$ cat src/crlf_pkg.sv
// shared constants and types for the crlf line framer
// depends on nothing; used by crlf_line_framer
package crlf_pkg;

    // line store sizing: LINE_DEPTH-1 characters, LINE_DEPTH in 2..64
    localparam int LINE_DEPTH  = 64;
    localparam int STORE_DEPTH = LINE_DEPTH - 1;
    localparam int ADDR_W      = (STORE_DEPTH > 1) ? $clog2(STORE_DEPTH) : 1;

    // length and index fields are fixed at six bits
    localparam int LEN_W = 6;

    // line terminators
    localparam logic [7:0] CHAR_CR = 8'd13;
    localparam logic [7:0] CHAR_LF = 8'd10;

    // sequencer states
    typedef enum logic [0:0] {
        ST_IDLE,
        ST_EMIT
    } state_t;

endpackage

$ cat src/crlf_line_framer.sv
// Order: a committing terminator clears the read index and moves the sequencer to emit; the first
// character is then read from the line store into the output register. Input: one byte per cycle
// while idle; a committed line holds input stalled until its last character is read from the store.
// Store reads and output run at one character per cycle unless out_stall holds them.
// Reset: line length, discard flag and both counters clear at once, the sequencer returns to idle;
// the line store is not cleared, entries are written before they are read.
module crlf_line_framer (
    input  logic        clk,
    input  logic        rst_n,
    input  logic        in_valid,
    output logic        in_stall,
    input  logic [7:0]  rx_byte,
    input  logic [31:0] now_ms,
    output logic        out_valid,
    input  logic        out_stall,
    output logic [7:0]  line_char,
    output logic [5:0]  char_index,
    output logic [5:0]  line_length,
    output logic        is_last,
    output logic [31:0] frame_count,
    output logic [31:0] frame_time_ms,
    output logic [31:0] overflow_count
);

    localparam logic [crlf_pkg::LEN_W-1:0] STORE_FULL =
        crlf_pkg::LEN_W'(crlf_pkg::STORE_DEPTH);
    localparam logic [crlf_pkg::LEN_W-1:0] LEN_ONE = crlf_pkg::LEN_W'(1);

    // line store memory
    logic [7:0] line_store_mem [crlf_pkg::STORE_DEPTH];

    // control state
    crlf_pkg::state_t state_reg, state_next;
    logic [crlf_pkg::LEN_W-1:0] line_len_reg, line_len_next;
    logic                       discard_reg, discard_next;
    logic [31:0]                frame_cnt_reg, frame_cnt_next;
    logic [31:0]                ovf_cnt_reg, ovf_cnt_next;
    logic [crlf_pkg::LEN_W-1:0] rd_idx_reg, rd_idx_next;
    logic                       out_valid_reg, out_valid_next;

    // payload held for the line being emitted
    logic [crlf_pkg::LEN_W-1:0] job_len_reg;
    logic [31:0]                job_time_reg;

    // output payload
    logic [7:0]                 out_char_reg;
    logic [crlf_pkg::LEN_W-1:0] out_idx_reg;
    logic [crlf_pkg::LEN_W-1:0] out_len_reg;
    logic                       out_last_reg;
    logic [31:0]                out_frame_reg;
    logic [31:0]                out_time_reg;
    logic [31:0]                out_ovf_reg;

    logic in_fire;
    logic out_fire;
    logic is_term;
    logic commit;
    logic append;
    logic overflow;
    logic issue;
    logic issue_last;

    // request decode
    assign is_term  = (rx_byte == crlf_pkg::CHAR_CR) || (rx_byte == crlf_pkg::CHAR_LF);
    assign in_fire  = in_valid && !in_stall;
    assign out_fire = out_valid_reg && !out_stall;
    assign commit   = in_fire && is_term && (line_len_reg != '0) && !discard_reg;
    assign append   = in_fire && !is_term && !discard_reg && (line_len_reg < STORE_FULL);
    assign overflow = in_fire && !is_term && !discard_reg && (line_len_reg >= STORE_FULL);
    assign issue_last = (rd_idx_reg == (job_len_reg - LEN_ONE));

    // next state
    always_comb
    begin
        state_next = state_reg;
        case (state_reg)
            crlf_pkg::ST_IDLE:
            begin
                if (commit)
                begin
                    state_next = crlf_pkg::ST_EMIT;
                end
            end
            crlf_pkg::ST_EMIT:
            begin
                if (issue && issue_last)
                begin
                    state_next = crlf_pkg::ST_IDLE;
                end
            end
            default:
            begin
                state_next = crlf_pkg::ST_IDLE;
            end
        endcase
    end

    // state outputs: input stall and store read issue
    always_comb
    begin
        in_stall = 1'b1;
        issue    = 1'b0;
        case (state_reg)
            crlf_pkg::ST_IDLE:
            begin
                in_stall = 1'b0;
            end
            crlf_pkg::ST_EMIT:
            begin
                issue = !out_valid_reg || !out_stall;
            end
            default:
            begin
                in_stall = 1'b1;
            end
        endcase
    end

    // line bookkeeping and counters
    always_comb
    begin
        line_len_next  = line_len_reg;
        discard_next   = discard_reg;
        frame_cnt_next = frame_cnt_reg;
        ovf_cnt_next   = ovf_cnt_reg;
        if (in_fire && is_term)
        begin
            line_len_next = '0;
            discard_next  = 1'b0;
        end
        if (commit)
        begin
            frame_cnt_next = frame_cnt_reg + 32'd1;
        end
        if (append)
        begin
            line_len_next = line_len_reg + LEN_ONE;
        end
        if (overflow)
        begin
            ovf_cnt_next  = ovf_cnt_reg + 32'd1;
            line_len_next = '0;
            discard_next  = 1'b1;
        end
    end

    // read index and output valid
    always_comb
    begin
        rd_idx_next    = rd_idx_reg;
        out_valid_next = out_valid_reg;
        if (commit)
        begin
            rd_idx_next = '0;
        end
        else if (issue)
        begin
            rd_idx_next = rd_idx_reg + LEN_ONE;
        end
        if (issue)
        begin
            out_valid_next = 1'b1;
        end
        else if (out_fire)
        begin
            out_valid_next = 1'b0;
        end
    end

    // control registers
    always_ff @(posedge clk or negedge rst_n)
    begin
        if (!rst_n)
        begin
            state_reg     <= crlf_pkg::ST_IDLE;
            line_len_reg  <= '0;
            discard_reg   <= 1'b0;
            frame_cnt_reg <= '0;
            ovf_cnt_reg   <= '0;
            rd_idx_reg    <= '0;
            out_valid_reg <= 1'b0;
        end
        else
        begin
            state_reg     <= state_next;
            line_len_reg  <= line_len_next;
            discard_reg   <= discard_next;
            frame_cnt_reg <= frame_cnt_next;
            ovf_cnt_reg   <= ovf_cnt_next;
            rd_idx_reg    <= rd_idx_next;
            out_valid_reg <= out_valid_next;
        end
    end

    // line store write port
    always_ff @(posedge clk)
    begin
        if (append)
        begin
            line_store_mem[line_len_reg[crlf_pkg::ADDR_W-1:0]] <= rx_byte;
        end
    end

    // line store read port and output payload
    always_ff @(posedge clk)
    begin
        if (commit)
        begin
            job_len_reg  <= line_len_reg;
            job_time_reg <= now_ms;
        end
        if (issue)
        begin
            out_char_reg  <= line_store_mem[rd_idx_reg[crlf_pkg::ADDR_W-1:0]];
            out_idx_reg   <= rd_idx_reg;
            out_len_reg   <= job_len_reg;
            out_last_reg  <= issue_last;
            out_frame_reg <= frame_cnt_reg;
            out_time_reg  <= job_time_reg;
            out_ovf_reg   <= ovf_cnt_reg;
        end
    end

    // output ports
    assign out_valid      = out_valid_reg;
    assign line_char      = out_char_reg;
    assign char_index     = out_idx_reg;
    assign line_length    = out_len_reg;
    assign is_last        = out_last_reg;
    assign frame_count    = out_frame_reg;
    assign frame_time_ms  = out_time_reg;
    assign overflow_count = out_ovf_reg;

`ifndef SYNTHESIS
    // the line never grows past the store
    assert property (@(posedge clk) disable iff (!rst_n)
        line_len_reg <= STORE_FULL)
        else $error("line length beyond store depth");

    // a discarded line holds no characters
    assert property (@(posedge clk) disable iff (!rst_n)
        discard_reg |-> (line_len_reg == '0))
        else $error("discard with stored characters");

    // every store read stays inside the committed line
    assert property (@(posedge clk) disable iff (!rst_n)
        issue |-> (rd_idx_reg < job_len_reg))
        else $error("store read beyond line length");

    // the last mark sits on the final character
    assert property (@(posedge clk) disable iff (!rst_n)
        (out_valid_reg && out_last_reg) |-> (out_idx_reg == (out_len_reg - LEN_ONE)))
        else $error("last mark off the final character");

    // a committed line goes out starting at index zero
    assert property (@(posedge clk) disable iff (!rst_n)
        commit |=> (rd_idx_reg == '0) && (state_reg == crlf_pkg::ST_EMIT))
        else $error("emit did not start at first character");
`endif

endmodule
$ cat config.mk
export PLATFORM = sky130hd
export DESIGN_NAME = crlf_line_framer
export DESIGN_NICKNAME = d
export VERILOG_FILES = /design/src/crlf_pkg.sv /design/src/crlf_line_framer.sv
export SDC_FILE = /design/constraint.sdc
export NUM_CORES = 1
export LEC_CHECK = 0
export BUFFER_PORTS_ARGS = -buffer_cell sky130_fd_sc_hd__buf_2
export CAP_MARGIN = 20
export CELL_PAD_IN_SITES_DETAIL_PLACEMENT = 2
export CELL_PAD_IN_SITES_GLOBAL_PLACEMENT = 2
export CORE_MARGIN = 5
export CORE_UTILIZATION = 35
export DETAILED_ROUTE_END_ITERATION = 10
export PLACE_DENSITY_LB_ADDON = 0.2
export SKIP_CTS_REPAIR_TIMING = 1
export SLEW_MARGIN = 0
export SYNTH_ARGS = -nofsm -noshare
export SYNTH_HDL_FRONTEND = slang
export SYNTH_SLANG_ARGS = --single-unit
$ cat constraint.sdc
create_clock -name clk -period 8.7 [get_ports clk]
set_clock_uncertainty 0.15 [all_clocks]
set_input_delay 1.305 -clock clk [delete_from_list [all_inputs] [get_ports clk]]
set_output_delay 1.305 -clock clk [all_outputs]
set_load 0.03 [all_outputs]
* After elaboration in Yosys (flattened, before gate mapping)
Memories as Yosys holds them, arrays and structs flattened. A register that Yosys moved wholly into a read port is not among the register bits.
Index checks and enable logic that the tools add are counted.
** Storage, ports and cells
- Memories :: 1
- Memory bits (writable) :: 504
- Register bits :: 226
- Input bits :: 44
- Word-level logic and storage cells :: 64
- Output and inout port bits :: 119
** Memories
- line_store_mem :: depth 63, width 8, rd ports 1, clocked after memory_dff 1, write ports 1, RTL line crlf_line_framer.sv:30 : logic [7:0] line_store_mem [crlf_pkg::STORE_DEPTH];
** Operators by class
- Bitwise operators :: 1
- Reductions and logical operators :: 21
- Add/sub/neg operators :: 5
- $lt $le $gt $ge :: 2
- Mux-type cells :: 16
- Equal/unequal tests :: 3
** Operators by type and width (count)
- adder 32 x 1 -> 32 bit, second input constant :: 2
- two-way mux 6 bit :: 5
- == test 8 x 4 -> 1 bit, second input constant :: 2
- adder 6 x 1 -> 6 bit, second input constant :: 2
- logical AND 1 bit :: 10
- two-way mux 1 bit :: 10
- == test 6 bit :: 1
- greater-or-equal comparator 6 bit, second input constant :: 1
- < comparator 6 bit, second input constant :: 1
- nonzero test 2 bit :: 3
- nonzero test 6 bit :: 1
- subtractor 6 x 1 -> 6 bit, second input constant :: 1
- zero test 1 bit :: 4
- nonzero test 3 bit :: 1
- logical OR 1 bit :: 2
- case mux 1 bit (2 select lines) :: 1
- inverter 1 bit :: 1

* Depth between registers and ports, before layout
- Depth in word-level cells :: 8
- Mapped depth :: 10
- Depth with buffers taken out :: 7

* Least setup slack after synthesis
Ideal clock, no wire load.
- Path type :: in2reg
- Start :: input port out_stall
- End :: register rd_idx_reg[5] in the netlist's numbering
- Cell stages on the path :: 5
- Data required time :: 8412 ps
- Buffers on the path :: 0
- Path slack :: 478 ps
- Arrival :: 7934 ps
- Setup time :: 138 ps
- Cell sequence :: a21boi_1 nand4_1 nor2_1 xnor2_1 nor2_1
** Between the ends
- Cells in the longest elaborated chain, start to end :: 4
** RTL lines
- start: declaration :: RTL line crlf_line_framer.sv:15 : input logic out_stall,
- zero test 1 bit :: RTL line crlf_line_framer.sv:110 : issue = !out_valid_reg || !out_stall;
- logical OR 1 bit :: RTL line crlf_line_framer.sv:110
- two-way mux 1 bit :: RTL line crlf_line_framer.sv:103 : case (state_reg)
- nonzero test 2 bit (no source line)
- end signal: assignment :: RTL line crlf_line_framer.sv:190 : rd_idx_reg <= rd_idx_next;
- end: declaration :: RTL line crlf_line_framer.sv:38 : logic [crlf_pkg::LEN_W-1:0] rd_idx_reg, rd_idx_next;
Every way passes these cells.
A chain may end at the register's enable or synchronous reset.

* Worst setup path after layout
- Start :: input port rx_byte[1]
- End :: memory line_store_mem[5][7], enable pin
** Between the ends
- Cells in the longest elaborated chain, start to end :: 8
- Elaborated cells between the ends (all ways) :: 9
- Those cells by class :: eq/ne: 2; mux: 2; reduce/logical: 5
** RTL lines
- start: declaration :: RTL line crlf_line_framer.sv:12 : input logic [7:0] rx_byte,
- == test 8 x 4 -> 1 bit :: RTL line crlf_line_framer.sv:64 : assign is_term = (rx_byte == crlf_pkg::CHAR_CR) || (rx_byte == crlf_pkg::CHAR_LF);
- logical OR 1 bit (*) :: RTL line crlf_line_framer.sv:64
- zero test 1 bit (*) :: RTL line crlf_line_framer.sv:68 : assign append = in_fire && !is_term && !discard_reg && (line_len_reg < STORE_FULL);
- logical AND 1 bit (*) (3 in a row) :: RTL line crlf_line_framer.sv:68
- two-way mux 1 bit (*) :: RTL line crlf_line_framer.sv:198 : if (append)
- two-way mux 1 bit (implied by the code) (*) :: RTL line crlf_line_framer.sv:200 : line_store_mem[line_len_reg[crlf_pkg::ADDR_W-1:0]] <= rx_byte;
- end: declaration :: RTL line crlf_line_framer.sv:30
Mark *: on every way between the ends. The rest lies on a longest branch, timed or not.

==> run metrics <==
status=finished clean; die width=293 um; mapped cell area=0.0280 mm2; WL final=76400 um; critical-path cell list=buf_2 > buf_4 > nand3b_1 > a211oi_4 > nor3_1 > buf_2 > nand4_1 > nor2_1; maximum VDD drop=0.287 mV; Clock Tree Buf Depth=3; global-route wire length before repair=112000 um; # setup viols final=0; Layout area overhead=16.4%; largest cells by area after synthesis=edfxtp_1, mux4_2, dfrtp_1; CTS tree=built; Skew-Pair Late Insertion Delay=0.65 ns; Distinct cells, synth=53; part of the cycle the worst path needs=between 50% and 60%; Worst path most repeated cell=buf_2; Hold Crit Depth=0; port buffer count=162; Initial Utilization=35.4%; CP endpoint kind=register; Num CTS Buffers=80; CP max stage delay=between 0.9 and 1 ns; sequential fraction of the synthesis area=between 70% and 80%; pwr/cell area=287 mW/mm2; GRT overflow=0; buffers and inverters on the worst path=3; synthesized instance count=~1400; syn_nets=~1500; DRT iter0 DRCs=1179; Routed WL per cell=27.6 um; fin nets=1703; leakage power=0.0110 uW; CP max FO=65; Routability Congestion=0.801; cell taking the most area after synthesis=edfxtp_1; highest clock rate=approximately 0.2 GHz; Critical Path AT=5.09 ns; H-tree depth=3; #FFs+latches synth=738; RSZ-0062 raised after global routing=false; Slowest-stage cell, CP=nor2_1; largest net degree at the start of global routing=112; area share of the largest cell type after synthesis=a little over two thirds; row count=103; CTS clk-pin slew, worst paths=roughly 0.060 ns; clock root cell=clkbuf_16; Slew Limit Fails=0; Hold Crit Class=reg2reg; initial antenna violation count=1; slew margin rel.=27.8%; asr flop ratio synth=10.7%; Max-Cap Viols=0; DR DRC count=0; Largest register FFs=slightly above 500; Synth Warn #=0; vias in the first global route=15700; Slew @ Worst Pin=1.08 ns; synthesized area per cell=19.4 um2; die area=0.0859 mm2; clk sinks=738; via count=about 14000; Detail Route Antenna Nets=0; crit path kind=in2reg; Post-synth EDFFs=659; DP HPWL=between 40000 and 50000 um; core area=between 0.07 and 0.08 mm2; Setup crit start kind=input pin; hold_ws=0.267 ns; Reg2Reg Depth=5; min Tclk post-route=4.99 ns; DR pass1 iterations=5; worst path required time=8.80 ns; share of cells above drive strength 1=25.3%; Boundary Pins=163; crit-path leading delay family=simple AND/OR/NAND/NOR gates; Post-Route Setup TNS=0 ns; vias per cell=5.23; Crit. path cell count=8; final hold violations=0; Most used DFF post-synth=edfxtp_1; Total GRT Usage=between 15 and 20%; Die Height=~300 um
-- layer usage --
layer	global-route usage [%]	up-vias	wire, um
li1	-	6197	-
met1	24.6	7743	33800
met2	28.6	440	36400
met3	3.58	108	4200
met4	4.80	0	1950
met5	0	-	0
-- cells by family (layout without fill, tap and decap cells) --
kind of cell | after synthesis | in the layout | synth area share, %
flops | 738 | 738 | 77.6
simple gates | 287 | 287 | 5.27
mux | 144 | 144 | 10.2
compound gates | 122 | 122 | 2.91
buf+inv | 76 | 348 | 1.38
xor+xnor | 75 | 75 | 2.34
fa+ha+maj | 6 | 6 | 0.268
other cells | 0 | 1 | 0
-- worst reg2reg max path, delay by kind of cell (launching register included) --
family	cells	cell delay (ns)
simple gates	4	2.83
flops	1	0.46
buf+inv	1	0.29
-- area by class of cell --
class	instances	area, um2
clock buffers	104	2100
flip-flops and latches	738	21800
diodes	1	2.50
clock inverters	45	469
repair buffers	188	1020
well taps	1050	1310
inverters	11	41.3
fillers	7457	46600
multi-input cells	634	5900
-- power by group --
| part | total (uW) | internal (uW) | switching [uW] |
|---|---|---|---|
| Combinational | 1880 | 725 | 1150 |
| Clock | 3310 | 1880 | 1430 |
| Sequential | 4160 | 4020 | 142 |
| Total | 9350 | 6630 | 2730 |
-- worst paths after layout --
path | start | end | slack (ns)
max | rx_byte[1] | line_store_mem[5][7] | 3.71
min | job_time_reg[10] | frame_time_ms[10] | 0.27
max reg2reg | state_reg | line_store_mem[5][7] | 4.57
min reg2reg | job_time_reg[10] | frame_time_ms[10] | 0.27
max in group asynchronous | rst_n | line_len_reg[4] | 6.88
min in group asynchronous | rst_n | ovf_cnt_reg[29] | 0.45
-- cells in the mapped netlist, types with 7 or more instances --
master,number
xor2_1,33
nand4_1,25
inv_1,11
buf_2,12
a21oi_1,29
xnor2_1,42
a211oi_1,8
dfrtp_1,79
nor2_1,102
buf_4,7
mux2i_1,28
nor3_1,25
edfxtp_1,659
and3_1,9
nand2_1,40
buf_6,8
nand3_1,23
nor3_2,7
a22oi_1,41
o21ai_0,15
o22ai_1,8
mux4_2,113
clkbuf_1,32
-- per-stage QoR --
step	total power (uW)	area, um2	utilization (%)	cells	setup WS [ns]
5_1_grt	9750	32600	41.2	2770	3.55
6_report	9350	32600	41.2	2771	3.71
4_1_cts	9490	32600	41.2	2769	3.10
3_3_place_gp	6100	30000	37.9	2620	2.72
3_5_place_dp	6150	30000	37.9	2620	2.44
2_1_floorplan	5480	28000	-	1448	0.478
-- placed cells by master, fill, tap and decap left out, types with 4 or more instances in the layout --
cell       count
or4_1          6
mux4_2       113
nand4_1       25
clkinv_16      4
clkbuf_1      23
a21oi_1       29
ha_1           6
xor2_1        33
buf_4         26
o22ai_1        8
nor3_1        25
edfxtp_1     659
nor2b_1        5
buf_2        161
nand3_1       23
and2_1         5
nand3b_1       4
a211oi_1       8
bufinv_16      5
clkbuf_16     80
xnor2_1       42
clkinv_1      18
and4_1         6
and3_1         9
o21ai_0       15
nor2_1       102
nor3_2         7
nand2b_1       6
clkinv_2      15
nor4_1         5
dfrtp_1       77
nand2_1       40
a22oi_1       41
a22o_1         5
mux2i_1       28
inv_1         11
Note: power is estimated with default switching activity, not from simulation.
